--- config.mk ---
export PLATFORM = sky130hd
export DESIGN_NAME = hci_h4_packet_reassembler
export DESIGN_NICKNAME = d
export VERILOG_FILES = /design/src/design/hcih4_pkg.sv /design/src/design/hcih4_in_stage.sv /design/src/design/hcih4_parser.sv /design/src/design/hcih4_out_stage.sv /design/src/design/hci_h4_packet_reassembler.sv
export SDC_FILE = /design/constraint.sdc
export NUM_CORES = 1
export LEC_CHECK = 0
export ABC_AREA = 1
export BUFFER_PORTS_ARGS = -buffer_cell sky130_fd_sc_hd__buf_2
export CORE_MARGIN = 3
export CORE_UTILIZATION = 30
export CTS_CLUSTER_DIAMETER = 100
export DETAILED_ROUTE_END_ITERATION = 16
export GPL_ROUTABILITY_DRIVEN = 0
export HOLD_SLACK_MARGIN = 0.05
export PLACE_DENSITY = 0.47
export SLEW_MARGIN = 20
export SYNTH_ARGS = -nofsm -noshare
export SYNTH_HDL_FRONTEND = slang
export SYNTH_SLANG_ARGS = --single-unit
--- constraint.sdc ---
create_clock -name i_clk -period 4.75 [get_ports i_clk]
set_clock_uncertainty 0.05 [all_clocks]
set_input_delay 0.95 -clock i_clk [delete_from_list [all_inputs] [get_ports i_clk]]
set_output_delay 0.95 -clock i_clk [all_outputs]
set_load 0.005 [all_outputs]
--- src/design/hcih4_pkg.sv ---
// Shared types, constants and helpers for the HCI H:4 packet reassembler.
`default_nettype none
package hcih4_pkg;

    // Buffer size default
    localparam int unsigned MAX_PACKET_BYTES_DEF = 512;

    // Field widths of the beat payloads
    localparam int unsigned BYTE_W = 8;
    localparam int unsigned TYPE_W = 3;
    localparam int unsigned OFF_W  = 9;
    localparam int unsigned LEN_W  = 10;
    localparam int unsigned HDR_W  = 3;
    localparam int unsigned PAY_W  = 16;

    // H:4 packet type codes
    localparam logic [BYTE_W-1:0] PKT_CMD = 8'h01;
    localparam logic [BYTE_W-1:0] PKT_ACL = 8'h02;
    localparam logic [BYTE_W-1:0] PKT_SCO = 8'h03;
    localparam logic [BYTE_W-1:0] PKT_EVT = 8'h04;

    // Fixed header sizes per type
    localparam logic [HDR_W-1:0] HDR_CMD = 3'd3;
    localparam logic [HDR_W-1:0] HDR_ACL = 3'd4;
    localparam logic [HDR_W-1:0] HDR_SCO = 3'd3;
    localparam logic [HDR_W-1:0] HDR_EVT = 3'd2;
    localparam logic [HDR_W-1:0] HDR_NONE = 3'd0;

    // Header byte countdown value at which the ACL length low byte arrives
    localparam logic [HDR_W-1:0] HDR_ACL_LEN_LO = 3'd2;

    // Parser phase
    typedef enum logic [1:0] {
        PH_TYPE = 2'd0,
        PH_HDR  = 2'd1,
        PH_PAY  = 2'd2
    } t_phase;

    // One result beat
    typedef struct packed {
        logic [BYTE_W-1:0] data_byte;
        logic [TYPE_W-1:0] packet_type;
        logic [OFF_W-1:0]  byte_offset;
        logic              byte_kept;
        logic              last_of_packet;
        logic [LEN_W-1:0]  packet_length;
    } t_result;

    // Handshake control from the result stage back to the pipeline
    typedef struct packed {
        logic advance;  // result register can take a beat this cycle
    } t_out_ctl;

    // Header length for a type byte, zero for an unknown type
    function automatic logic [HDR_W-1:0] header_size(input logic [BYTE_W-1:0] t);
        logic [HDR_W-1:0] h;
        case (t)
            PKT_CMD: h = HDR_CMD;
            PKT_ACL: h = HDR_ACL;
            PKT_SCO: h = HDR_SCO;
            PKT_EVT: h = HDR_EVT;
            default: h = HDR_NONE;
        endcase
        return h;
    endfunction

endpackage
`default_nettype wire

--- src/design/hcih4_in_stage.sv ---
// Input register stage: captures one stream byte per beat.
`default_nettype none
module hcih4_in_stage (
    input  wire logic                          i_clk,
    input  wire logic                          i_rst_n,
    input  wire logic                          i_valid,
    output logic                               o_stall,
    input  wire logic [hcih4_pkg::BYTE_W-1:0]  i_rx_byte,
    input  wire hcih4_pkg::t_out_ctl           i_ctl,
    output logic                               o_fire,
    output logic [hcih4_pkg::BYTE_W-1:0]       o_byte
);

    logic                         r_valid;
    logic                         n_valid;
    logic [hcih4_pkg::BYTE_W-1:0] r_byte;
    logic                         w_take;

    // Hold the beat while the result side is blocked
    assign o_stall = r_valid && !i_ctl.advance;
    assign w_take  = i_valid && !o_stall;
    assign o_fire  = r_valid && i_ctl.advance;
    assign o_byte  = r_byte;

    // Advance the valid flag
    always_comb begin
        n_valid = r_valid;
        if (w_take) begin
            n_valid = 1'b1;
        end else if (o_fire) begin
            n_valid = 1'b0;
        end
    end

    always_ff @(posedge i_clk) begin
        if (!i_rst_n) begin
            r_valid <= 1'b0;
        end else begin
            r_valid <= n_valid;
        end
    end

    // Capture payload on accept
    always_ff @(posedge i_clk) begin
        if (w_take) begin
            r_byte <= i_rx_byte;
        end
    end

endmodule
`default_nettype wire

--- src/design/hcih4_parser.sv ---
// Packet parser: phase tracking, header and payload counters, beat tagging.
`default_nettype none
module hcih4_parser #(
    parameter int unsigned MAX_PACKET_BYTES = hcih4_pkg::MAX_PACKET_BYTES_DEF
) (
    input  wire logic                         i_clk,
    input  wire logic                         i_rst_n,
    input  wire logic                         i_fire,
    input  wire logic [hcih4_pkg::BYTE_W-1:0] i_byte,
    output logic                              o_res_valid,
    output hcih4_pkg::t_result                o_res
);

    localparam int unsigned WPOS_W = $clog2(MAX_PACKET_BYTES + 1);
    localparam int unsigned XW     = (WPOS_W > hcih4_pkg::LEN_W) ? WPOS_W
                                                                 : hcih4_pkg::LEN_W;
    localparam logic [WPOS_W-1:0] WPOS_MAX = WPOS_W'(MAX_PACKET_BYTES);
    localparam logic [WPOS_W-1:0] WPOS_ONE = WPOS_W'(1);

    hcih4_pkg::t_phase               r_phase, n_phase;
    logic [hcih4_pkg::HDR_W-1:0]     r_hdr_left, n_hdr_left;
    logic [hcih4_pkg::PAY_W-1:0]     r_pay_left, n_pay_left;
    logic [WPOS_W-1:0]               r_wpos, n_wpos;
    logic [hcih4_pkg::TYPE_W-1:0]    r_type, n_type;
    logic [hcih4_pkg::BYTE_W-1:0]    r_len_lo, n_len_lo;

    logic [hcih4_pkg::HDR_W-1:0]     w_hsize;
    logic                            w_kept;
    logic [WPOS_W-1:0]               w_wpos_inc;
    logic [hcih4_pkg::PAY_W-1:0]     w_plen;
    logic                            w_hdr_end;
    logic                            w_pay_end;
    logic                            w_is_acl;
    logic                            w_last;
    logic [XW-1:0]                   w_off_x;
    logic [XW-1:0]                   w_len_x;

    // Decode shared terms
    assign w_hsize    = hcih4_pkg::header_size(i_byte);
    assign w_kept     = r_wpos < WPOS_MAX;
    assign w_wpos_inc = w_kept ? (r_wpos + WPOS_ONE) : r_wpos;
    assign w_is_acl   = r_type == hcih4_pkg::TYPE_W'(hcih4_pkg::PKT_ACL);
    assign w_plen     = w_is_acl ? {i_byte, r_len_lo}
                                 : {{(hcih4_pkg::PAY_W-hcih4_pkg::BYTE_W){1'b0}}, i_byte};
    assign w_hdr_end  = r_hdr_left <= hcih4_pkg::HDR_W'(1);
    assign w_pay_end  = r_pay_left <= hcih4_pkg::PAY_W'(1);
    assign w_off_x    = w_kept ? XW'(r_wpos) : '0;
    assign w_len_x    = XW'(w_wpos_inc);

    // Next phase
    always_comb begin
        n_phase = r_phase;
        case (r_phase)
            hcih4_pkg::PH_HDR: begin
                if (w_hdr_end) begin
                    n_phase = (w_plen == '0) ? hcih4_pkg::PH_TYPE : hcih4_pkg::PH_PAY;
                end
            end
            hcih4_pkg::PH_PAY: begin
                if (w_pay_end) begin
                    n_phase = hcih4_pkg::PH_TYPE;
                end
            end
            default: begin
                n_phase = (w_hsize == hcih4_pkg::HDR_NONE) ? hcih4_pkg::PH_TYPE
                                                           : hcih4_pkg::PH_HDR;
            end
        endcase
    end

    // Counters and result for this beat
    always_comb begin
        n_hdr_left  = r_hdr_left;
        n_pay_left  = r_pay_left;
        n_wpos      = r_wpos;
        n_type      = r_type;
        n_len_lo    = r_len_lo;
        w_last      = 1'b0;
        o_res_valid = 1'b1;
        o_res.data_byte      = i_byte;
        o_res.packet_type    = r_type;
        o_res.byte_offset    = w_off_x[hcih4_pkg::OFF_W-1:0];
        o_res.byte_kept      = w_kept;
        o_res.last_of_packet = 1'b0;
        o_res.packet_length  = '0;
        case (r_phase)
            hcih4_pkg::PH_HDR: begin
                n_wpos = w_wpos_inc;
                if (w_is_acl && (r_hdr_left == hcih4_pkg::HDR_ACL_LEN_LO)) begin
                    n_len_lo = i_byte;
                end
                if (w_hdr_end) begin
                    n_hdr_left = '0;
                    if (w_plen == '0) begin
                        w_last = 1'b1;
                    end else begin
                        n_pay_left = w_plen;
                    end
                end else begin
                    n_hdr_left = r_hdr_left - hcih4_pkg::HDR_W'(1);
                end
            end
            hcih4_pkg::PH_PAY: begin
                n_wpos = w_wpos_inc;
                if (w_pay_end) begin
                    n_pay_left = '0;
                    w_last     = 1'b1;
                end else begin
                    n_pay_left = r_pay_left - hcih4_pkg::PAY_W'(1);
                end
            end
            default: begin
                // Start a packet on a known type, drop anything else
                o_res_valid = w_hsize != hcih4_pkg::HDR_NONE;
                o_res.packet_type = i_byte[hcih4_pkg::TYPE_W-1:0];
                o_res.byte_offset = '0;
                o_res.byte_kept   = 1'b1;
                if (o_res_valid) begin
                    n_type     = i_byte[hcih4_pkg::TYPE_W-1:0];
                    n_hdr_left = w_hsize;
                    n_wpos     = WPOS_ONE;
                end
            end
        endcase
        o_res.last_of_packet = w_last;
        if (w_last) begin
            o_res.packet_length = w_len_x[hcih4_pkg::LEN_W-1:0];
        end
    end

    // Update state on each fired beat
    always_ff @(posedge i_clk) begin
        if (!i_rst_n) begin
            r_phase    <= hcih4_pkg::PH_TYPE;
            r_hdr_left <= '0;
            r_pay_left <= '0;
            r_wpos     <= '0;
            r_type     <= '0;
            r_len_lo   <= '0;
        end else if (i_fire) begin
            r_phase    <= n_phase;
            r_hdr_left <= n_hdr_left;
            r_pay_left <= n_pay_left;
            r_wpos     <= n_wpos;
            r_type     <= n_type;
            r_len_lo   <= n_len_lo;
        end
    end

endmodule
`default_nettype wire

--- src/design/hcih4_out_stage.sv ---
// Result register stage: holds one tagged beat until the consumer takes it.
`default_nettype none
module hcih4_out_stage (
    input  wire logic                 i_clk,
    input  wire logic                 i_rst_n,
    input  wire logic                 i_load,
    input  wire hcih4_pkg::t_result   i_res,
    input  wire logic                 i_stall,
    output logic                      o_valid,
    output hcih4_pkg::t_result        o_res,
    output hcih4_pkg::t_out_ctl       o_ctl
);

    logic               r_valid;
    logic               n_valid;
    hcih4_pkg::t_result r_res;

    assign o_valid       = r_valid;
    assign o_res         = r_res;
    assign o_ctl.advance = !r_valid || !i_stall;

    // Fill on load, empty once taken
    always_comb begin
        n_valid = r_valid;
        if (i_load) begin
            n_valid = 1'b1;
        end else if (!i_stall) begin
            n_valid = 1'b0;
        end
    end

    always_ff @(posedge i_clk) begin
        if (!i_rst_n) begin
            r_valid <= 1'b0;
        end else begin
            r_valid <= n_valid;
        end
    end

    // Capture result payload
    always_ff @(posedge i_clk) begin
        if (i_load) begin
            r_res <= i_res;
        end
    end

endmodule
`default_nettype wire

--- src/design/hci_h4_packet_reassembler.sv ---
// Top level of the HCI H:4 packet reassembler.
//
//  Channel  | Valid    | Stall    | Payload
//  ---------+----------+----------+--------------------------------------------
//  input    | i_valid  | o_stall  | i_rx_byte
//  output   | o_valid  | i_stall  | o_data_byte, o_packet_type, o_byte_offset,
//           |          |          | o_byte_kept, o_last_of_packet, o_packet_length
//
// One byte per cycle sustained while the output is not stalled; an accepted beat
// is taken by the input register and then by the result register, which drives
// the result ports.
// Unknown type bytes are consumed and produce no beat.
// Reset is synchronous, active low, and returns the parser to type wait.
// A stall on the output holds the result and backs up through the input
// register; both registers keep a beat each meanwhile.
`default_nettype none
module hci_h4_packet_reassembler #(
    parameter int unsigned MAX_PACKET_BYTES = hcih4_pkg::MAX_PACKET_BYTES_DEF
) (
    input  wire logic                         i_clk,
    input  wire logic                         i_rst_n,
    input  wire logic                         i_valid,
    output logic                              o_stall,
    input  wire logic [hcih4_pkg::BYTE_W-1:0] i_rx_byte,
    output logic                              o_valid,
    input  wire logic                         i_stall,
    output logic [hcih4_pkg::BYTE_W-1:0]      o_data_byte,
    output logic [hcih4_pkg::TYPE_W-1:0]      o_packet_type,
    output logic [hcih4_pkg::OFF_W-1:0]       o_byte_offset,
    output logic                              o_byte_kept,
    output logic                              o_last_of_packet,
    output logic [hcih4_pkg::LEN_W-1:0]       o_packet_length
);

    hcih4_pkg::t_out_ctl          w_ctl;
    logic                         w_fire;
    logic [hcih4_pkg::BYTE_W-1:0] w_byte;
    logic                         w_res_valid;
    hcih4_pkg::t_result           w_res;
    hcih4_pkg::t_result           w_out;

    hcih4_in_stage u_in (
        .i_clk     (i_clk),
        .i_rst_n   (i_rst_n),
        .i_valid   (i_valid),
        .o_stall   (o_stall),
        .i_rx_byte (i_rx_byte),
        .i_ctl     (w_ctl),
        .o_fire    (w_fire),
        .o_byte    (w_byte)
    );

    hcih4_parser #(
        .MAX_PACKET_BYTES (MAX_PACKET_BYTES)
    ) u_parser (
        .i_clk       (i_clk),
        .i_rst_n     (i_rst_n),
        .i_fire      (w_fire),
        .i_byte      (w_byte),
        .o_res_valid (w_res_valid),
        .o_res       (w_res)
    );

    hcih4_out_stage u_out (
        .i_clk   (i_clk),
        .i_rst_n (i_rst_n),
        .i_load  (w_fire && w_res_valid),
        .i_res   (w_res),
        .i_stall (i_stall),
        .o_valid (o_valid),
        .o_res   (w_out),
        .o_ctl   (w_ctl)
    );

    // Spread result fields onto ports
    assign o_data_byte      = w_out.data_byte;
    assign o_packet_type    = w_out.packet_type;
    assign o_byte_offset    = w_out.byte_offset;
    assign o_byte_kept      = w_out.byte_kept;
    assign o_last_of_packet = w_out.last_of_packet;
    assign o_packet_length  = w_out.packet_length;

endmodule
`default_nettype wire

==> results.md, run 1 <==
- Status: finished, final reports clean
- Synth cell types: 32
- Slew Limit Headroom: 41.8%
- Met3 usage: 2.53%
- Worst vdd ir: 0.163 mV
- Crit path launch type: flip-flop
- DRC viols: 0
- Global-route track usage on met2: 22.5%
- Antenna violations before repair: 0
- Seq pwr share: 49.9%
- Combinational fraction of design power: 8.5%
- GRT busiest layer: met2
- Tightest Pin Transition: 0.868 ns
- Iteration count of the initial detailed-routing pass: 5
- First-pass GRT wire length: 18,100 microns
- Area Growth Syn to Fin: 14.9%
- Crit path kind: flip-flop to flip-flop
- Fmax: 338 MHz
- Worst-Skew Late Latency: 0.34 ns
- Mapped Cells: 573
- Type of the worst min-delay path: flip-flop to flip-flop
- DR WL/cell: 13.3 microns
- Met1 Resource Use GR: 18.1%
- Sequential element share of the synthesized area: 47.8%
- Avg Inst Size Synth: 7.60 sq um
- Grt ovf: 0
- Most common cell after layout, fill and taps aside: nand2_1
- Via-to-Cell Ratio: 4.69
- Ant. Diodes: 0
- Final nets: 636
- Sink Count: 84
- # setup viols final: 0
- Fin crit share: 62.4%
- Hold Vio Cnt, Final: 0
- Max Cap Viol: 0
- Largest net degree at the start of global routing: 31
- Ys flop type: dfxtp_1
- Die width: 126 microns
- Worst EP arrival: 2.93 ns
- Max Slew Vio Count: 0
- Fill cells: 1,472
- Hold Worst Slack: 0.416 ns
- Sw frac: 25.5%
- Sw Pwr: 402 uW
- All-Layer GR Usage: 13.9%
- Vias in the first global route: 3,637
- Number of synthesized flops with an enable pin: 40
- Async SR Flop Fraction: 0%
- #FFs+latches synth: 84
- TritonCTS clock tree: built
- P_leak: 0.00211 uW
- Worst Path Max Fanout: 21
- Clock Power Share: 41.7%
- Most frequent cells in the layout: nand2_1 (139), nor2_1 (102), inv_1 (63), buf_2 (45), dfxtp_1 (44)
- Hold Buf Count CTS: 0
- Min Tclk post-route: 2.96 ns
- Synth warnings: 0
- Netlist Area Pre-Place: 4350 sq um
- IO buf count: 45
- Initial DRC Count: 272
- Setup repair bufs after CTS: 0
- Cts repair resizes: 0
- PwrDens: 315 nW/um^2
- Clock root buffer: clkbuf_16
- Post-DP HPWL: 7750 microns
- Top Ports: 46
- Initial Util: 31.0%
- DRT Wirelength: 10,700 microns
- Clock Path Buffers: 2
- Row count: 43
- Die height: 126 microns
- Routed Antenna Nets: 0
- Post-synthesis net count: 593
- Cts bufs inserted: 9
- Share of cells above drive strength 1: 12.1%
- Core area: 14,000 sq um
- Die area: 16,000 sq um
- Worst Path Required: 4.72 ns
- RSZ-0062 raised after global routing: no
- Cell Int Power: 1180 uW
- Vias: 3,756
- Setup crit end kind: flip-flop
- Clock-pin slew on the worst setup and hold paths: 0.07 ns
- Post-Route Setup TNS: 0 ns
- Htree depth: 3
## layer usage
layer / routed length [microns] / vias up / share of wire (%)
met1: 5030 / 1718 / 47
met2: 4980 / 72 / 47
li1: - / 1947 / -
met3: 376 / 19 / 3.5
met5: 0 / - / 0
met4: 270 / 0 / 2.5
## registers in the layout, indices dropped and copies added, names as in the netlist
name and cells:
u_out.o_res 32, u_parser.r_pay_left 16, u_parser.r_wpos 10, u_in.o_byte 8, u_parser.r_len_lo 8, u_parser.r_hdr_left 3
u_parser.r_type 3, u_parser.r_phase 2, u_in.r_valid 1, u_out.o_valid 1
## Yosys cell counts (2+ instances only)
master / instances / share of area, %
xor2_1: 11 / 2.2
nand2_1: 139 / 12
buf_2: 5 / 0.57
nor2_2: 2 / 0.29
dfxtp_1: 44 / 20
nand3_1: 39 / 4.5
clkbuf_1: 5 / 0.43
inv_1: 63 / 5.4
o22ai_1: 3 / 0.43
nand3b_1: 7 / 1.2
nor3_1: 3 / 0.34
a21oi_1: 39 / 4.5
nor2_1: 102 / 8.8
edfxtp_1: 40 / 28
inv_2: 5 / 0.43
or2_2: 2 / 0.29
buf_6: 3 / 0.78
o21ai_1: 2 / 0.23
ha_1: 8 / 2.3
nand4_1: 7 / 1.0
o21ai_0: 31 / 3.6
xnor2_1: 3 / 0.60
## cell families (layout without fill, tap and decap cells)
logic type                 after synthesis  after routing  synth area share, %
and+or+nand+nor                        307            307                 30.1
AOI/OAI and AO/OA                       78             78                 9.20
DFF                                     84             84                 47.8
xor gates and xnor gates                14             14                 2.82
adders and majority gates                8              8                 2.30
buffers and inverters                   82            130                 7.82
## power groups by stage
stage / registers (uW) / clock network, uW / logic (uW)
floorplan: 799 / 0 / 97.7
global placement: 802 / 0 / 134
detailed placement: 802 / 0 / 134
CTS: 786 / 682 / 135
global route: 788 / 712 / 155
finish: 786 / 658 / 133
## path summary, 6_finish.rpt
check	end	slack, ns	startpoint	depth (start not counted)
max reg2reg	u_out.o_res[0]	1.79	u_parser.r_phase[0]	6
max	u_out.o_res[0]	1.79	u_parser.r_phase[0]	6
min	u_parser.r_wpos[3]	0.42	u_parser.r_wpos[3]	2
min reg2reg	u_parser.r_wpos[3]	0.42	u_parser.r_wpos[3]	2
## final cells by class
class	instances	area, sq um	share of cell area (%)
inverters	68	255	5.10
clock inverters	7	48.8	0.976
clock buffers	9	225	4.50
repair buffers	46	233	4.65
flip-flops and latches	84	2080	41.6
multi-input cells	407	1930	38.6
well taps	180	225	4.50
## critical path: stages, from the launching register on
cell and delay, ns:
dfxtp_1 0.37, inv_1 0.06, ha_1 0.46, nor2_1 0.60, inv_1 0.18, nand2_1 0.51
buf_4 0.39
## metrics by stage
step	cells	setup WS, ns	utilization (%)	total power (uW)	instance area, sq um
2_1_floorplan	573	1.92	-	896	4350
3_3_place_gp	785	1.59	33.7	936	4730
3_5_place_dp	785	1.43	33.7	937	4730
4_1_cts	801	1.71	35.6	1600	5000
5_1_grt	801	1.54	35.6	1650	5000
6_report	801	1.79	35.6	1580	5000
Power figures use the tool's default switching activity.
==> inputs of run 2 (changes only) <==
--- a/config.mk
+++ b/config.mk
@@ -13,7 +13,7 @@
 export DETAILED_ROUTE_END_ITERATION = 16
 export GPL_ROUTABILITY_DRIVEN = 0
 export HOLD_SLACK_MARGIN = 0.05
-export PLACE_DENSITY = 0.47
+export PLACE_DENSITY = 0.49
 export SLEW_MARGIN = 20
 export SYNTH_ARGS = -nofsm -noshare
 export SYNTH_HDL_FRONTEND = slang
==> constraint.sdc (replaced) <==
create_clock -name i_clk -period 2.7 [get_ports i_clk]
set_clock_uncertainty 0.05 [all_clocks]
set_input_delay 0.54 -clock i_clk [delete_from_list [all_inputs] [get_ports i_clk]]
set_output_delay 0.54 -clock i_clk [all_outputs]
set_load 0.005 [all_outputs]
==> run 2 against run 1 <==
  * Worst setup slack worse by 1.3 ns
  * Sequential power grew 76%
  * Sequential share of layout area is 0.59 points lower
  * Highest routed layer unchanged
==> results.md, run 2 (synthesized netlist as in run 1, its figures left out) <==
- Status: finished, final reports clean
- CP max stage delay: 0.53 ns
- R2R Path Start: u_in.o_byte[5]
- Die height: 126 microns
- Post-DP HPWL: 7890 microns
- Worst Path Required: 2.86 ns
- Hold Path End: u_in.o_byte[3]
- Via-to-Cell Ratio: 4.69
- Min Tclk post-route: 2.24 ns
- Grt ovf: 0
- Share of cells above drive strength 1: 12.4%
- Hold Path Stages: 1
- Largest net degree at the start of global routing: 36
- P_leak: 0.00214 uW
- Initial Util: 31.0%
- Vias in the first global route: 3,676
- Buf/Inv on CP: 2
- CP cell instances: nor4_1 > nand2_1 > nand2_1 > nand2_1 > nand2_1 > buf_12 > inv_2 > nand2_1 > a21oi_1
- Critical Path Slowest Stage Cell: nor4_1
- All-Layer GR Usage: 13.9%
- Crit path launch type: flip-flop
- Setup repair bufs after CTS: 0
- DR WL/cell: 13.1 microns
- Htree depth: 3
- Setup crit end kind: flip-flop
- RSZ-0062 raised after global routing: no
- IO buf count: 45
- Type of the worst min-delay path: input pin to flip-flop
- Most frequent cells in the layout: nand2_1 (139), nor2_1 (102), inv_1 (63), buf_2 (45), dfxtp_1 (44)
- Largest register FFs: 32
- Worst EP arrival: 2.41 ns
- Iteration count of the initial detailed-routing pass: 4
- Hold Vio Cnt, Final: 0
- Worst-Skew Late Latency: 0.34 ns
- Die area: 16,000 sq um
- Hold Buf Count CTS: 0
- Core area: 14,000 sq um
- Clock Path Buffers: 2
- Most common cell after layout, fill and taps aside: nand2_1
- Fmax: 446 MHz
- PwrDens: 558 nW/um^2
- Worst r2r path cells: 9
- Ant. Diodes: 0
- Die width: 126 microns
- First-pass GRT wire length: 17,800 microns
- Row count: 43
- Fill cells: 1,500
- Initial DRC Count: 190
- Area Growth Syn to Fin: 16.5%
- Tightest Pin Transition: 0.517 ns
- Worst vdd ir: 0.352 mV
- DRC viols: 0
- Top cell by count, worst path: nand2_1
- Max Slew Vio Count: 0
- Hold Worst Slack: 0.319 ns
- Routed Antenna Nets: 0
- Antenna violations before repair: 0
- Top Ports: 46
- # setup viols final: 0
- Worst Path Max Fanout: 35
- TritonCTS clock tree: built
- Cts repair resizes: 0
- Hold Path Origin: i_rx_byte[3]
- Clock-pin slew on the worst setup and hold paths: 0.06 ns
- Critical path's top delay family: simple AND/OR/NAND/NOR gates
- Slew Limit Headroom: 65.2%
- Clock root buffer: clkbuf_16
- Sink Count: 84
- Post-Route Setup TNS: 0 ns
- Max Cap Viol: 0
- DRT Wirelength: 10,600 microns
- Final nets: 642
- Cts bufs inserted: 9
- Crit path kind: flip-flop to flip-flop
- Fin crit share: 83.0%
- Vias: 3,781
- FF-to-FF End: u_parser.r_wpos[2]
- Worst reg2reg setup slack: 0.46 ns
-- run 2: through the flow --
stage	setup slack [ns]	cell area (sq um)	power, uW	instances	util, %
after floorplan	0.239	4350	1580	573	-
after global placement	0.516	4780	1650	791	34.1
after detailed placement	0.467	4780	1650	791	34.1
after CTS	0.455	5070	2870	807	36.1
after global routing	0.188	5070	2970	807	36.1
final	0.458	5070	2830	807	36.1
-- run 2: report_power, final --
group | switching (uW) | total, uW | internal (uW)
clock network | 491 | 1210 | 718
registers | 24.7 | 1380 | 1360
logic | 154 | 238 | 83.9
total | 670 | 2830 | 2160
-- run 2: how the worst max path moves through the flow --
stage | from | to | slack, ns | depth (start not counted)
floorplan | u_parser.r_phase[0] | u_parser.r_wpos[3] | 0.24 | 8
global placement | u_in.o_byte[2] | u_parser.r_wpos[1] | 0.52 | 11
detailed placement | u_in.o_byte[5] | u_parser.r_wpos[2] | 0.47 | 9
CTS | u_in.o_byte[5] | u_parser.r_wpos[2] | 0.46 | 9
global route | u_in.o_byte[2] | u_parser.r_wpos[3] | 0.19 | 11
finish | u_in.o_byte[5] | u_parser.r_wpos[2] | 0.46 | 9
-- run 2: routing by layer --
layer  global-route usage [%]  vias up  wire (microns)
met4                     6.56        0             261
met1                     16.9     1726            4790
met3                     2.95       19             539
li1                         -     1953               -
met2                     23.3       83            5000
met5                        0        -               0
-- run 2: final cells by class --
class	count	area [sq um]	share of cell area, %
inverter	68	255	5.03
tap	180	225	4.44
timing repair buffer	52	290	5.72
clock buffer	12	236	4.66
sequential	84	2080	41.0
clock inverter	4	51.3	1.01
multi-input combinational	407	1930	38.1
==> inputs of run 3 (changes only) <==
--- a/config.mk
+++ b/config.mk
@@ -13,7 +13,7 @@
 export DETAILED_ROUTE_END_ITERATION = 16
 export GPL_ROUTABILITY_DRIVEN = 0
 export HOLD_SLACK_MARGIN = 0.05
-export PLACE_DENSITY = 0.49
+export PLACE_DENSITY = 0.47
 export SLEW_MARGIN = 20
 export SYNTH_ARGS = -nofsm -noshare
 export SYNTH_HDL_FRONTEND = slang
==> constraint.sdc (replaced) <==
create_clock -name i_clk -period 2.3 [get_ports i_clk]
set_clock_uncertainty 0.05 [all_clocks]
set_input_delay 0.46 -clock i_clk [delete_from_list [all_inputs] [get_ports i_clk]]
set_output_delay 0.46 -clock i_clk [all_outputs]
set_load 0.005 [all_outputs]
==> run 3 against run 2 <==
  * Via count is 0.13% higher
  * Critical path type unchanged
  * Clock power is 30% higher
  * Utilization is 0.86 points higher
  * Global-route usage is 0.69 points higher
  * Highest routed layer unchanged
  * Clock-buffer cell count is 2 lower
  * Register-to-register slack worse by 0.20 ns
==> results.md, run 3 (synthesized netlist as in run 1, its figures left out) <==
- All-Layer GR Usage: 14.5%
- Slew Limit Headroom: 61.9%
- Cts repair resizes: 0
- Largest net degree at the start of global routing: 21
- Vias: 3,786
- Core area: 14,000 sq um
- Fill cells: 1,447
- Clock Path Buffers: 2
- Initial DRC Count: 201
- TritonCTS clock tree: built
- Iteration count of the initial detailed-routing pass: 4
- Hold Buf Count CTS: 0
- Grt ovf: 0
- Die height: 126 microns
- Type of the worst min-delay path: input pin to flip-flop
- Max Cap Viol: 0
- Most frequent cells in the layout: nand2_1 (138), nor2_1 (102), inv_1 (63), buf_2 (45), dfxtp_1 (44)
- Worst Path Required: 2.49 ns
- Largest register FFs: 32
- Crit path kind: flip-flop to flip-flop
- Vias in the first global route: 3,673
- Setup crit end kind: flip-flop
- # setup viols final: 0
- Worst vdd ir: 0.492 mV
- First-pass GRT wire length: 18,500 microns
- Setup repair bufs after CTS: 0
- Post-DP HPWL: 8280 microns
- Top Ports: 46
- Worst EP arrival: 2.23 ns
- Ant. Diodes: 0
- Routed Antenna Nets: 0
- Row count: 43
- Min Tclk post-route: 2.04 ns
- RSZ-0062 raised after global routing: no
- DRT Wirelength: 11,100 microns
- Tightest Pin Transition: 0.571 ns
- Core Util, Final: 37.0%
- DR WL/cell: 13.6 microns
- Final nets: 652
- IO buf count: 45
- Fin crit share: 88.6%
- Most common cell after layout, fill and taps aside: nand2_1
- Antenna violations before repair: 0
- Cts bufs inserted: 9
- Fmax: 491 MHz
- Area Growth Syn to Fin: 19.3%
- Initial Util: 31.0%
- DRC viols: 0
- Sink Count: 84
- Max Slew Vio Count: 0
- Worst Path Max Fanout: 18
- PwrDens: 672 nW/um^2
- Post-Route Setup TNS: 0 ns
- Hold Vio Cnt, Final: 0
- Via-to-Cell Ratio: 4.63
- Status: finished, final reports clean
- P_leak: 0.00221 uW
- Die area: 16,000 sq um
- Htree depth: 3
- Crit path launch type: flip-flop
- Share of cells above drive strength 1: 14.4%
- Worst-Skew Late Latency: 0.35 ns
- Clock root buffer: clkbuf_16
- Die width: 126 microns
- Clock-pin slew on the worst setup and hold paths: 0.06 ns
[run 3: cell count changes in the layout (fill, tap and decap cells not counted), sizes merged]
| cell | previous run | this run |
|---|---|---|
| inv | 68 | 69 |
| bufinv | 1 | 2 |
| buf | 52 | 62 |
| clkinvlp | 0 | 2 |
| clkbuf | 12 | 10 |
| clkinv | 3 | 1 |
[run 3: layer usage]
metal | GRT usage [%] | vias up | share of wire [%]
met3 | 3.62 | 12 | 3.9
met2 | 24.2 | 60 | 47
met1 | 18.3 | 1753 | 47
li1 | - | 1961 | -
met4 | 5.17 | 0 | 1.6
met5 | 0 | - | 0
[run 3: where the power goes]
group	switching, uW	internal, uW
logic	194	106
clock network	616	953
registers	24.8	1590
[run 3: through the flow]
| stage | cells | cell area, sq um | hold WS (ns) | power, uW | setup slack (ns) |
|---|---|---|---|---|---|
| floorplan | 573 | 4360 | 0.391 | 1850 | 0.171 |
| global placement | 801 | 4870 | 0.404 | 1950 | 0.262 |
| detailed placement | 801 | 4870 | 0.411 | 1960 | 0.287 |
| CTS | 817 | 5190 | 0.216 | 3540 | 0.258 |
| global route | 817 | 5190 | 0.219 | 3640 | 0.0257 |
| finish | 817 | 5190 | 0.232 | 3490 | 0.262 |
[run 3: worst paths after layout]
path	slack (ns)	cells past startpoint	endpoint	startpoint
hold reg to reg	0.42	2	u_parser.r_wpos[3]	u_parser.r_wpos[3]
hold / removal	0.23	1	u_in.o_byte[7]	i_rx_byte[7]
setup reg to reg	0.26	9	u_parser.r_wpos[9]	u_in.o_byte[4]
setup / recovery	0.26	9	u_parser.r_wpos[9]	u_in.o_byte[4]
[run 3: layout make-up]
| cell class | count | area [sq um] | share of cell area (%) |
|---|---|---|---|
| clock buffer | 10 | 229 | 4.41 |
| clock inverter | 6 | 88.8 | 1.71 |
| inverter | 68 | 255 | 4.92 |
| multi-input combinational | 407 | 1930 | 37.3 |
| sequential | 84 | 2080 | 40.1 |
| tap | 180 | 225 | 4.34 |
| timing repair buffer | 62 | 378 | 7.28 |
[run 3: worst max-delay path, stage by stage, from the launching register on]
cell and delay, ns:
edfxtp_1 0.44, nor4_1 0.50, nand2_1 0.18, nand2_1 0.13
nand2_1 0.08, nand2_2 0.13, buf_12 0.17, nor2_1 0.05
o21ai_0 0.14, inv_1 0.05
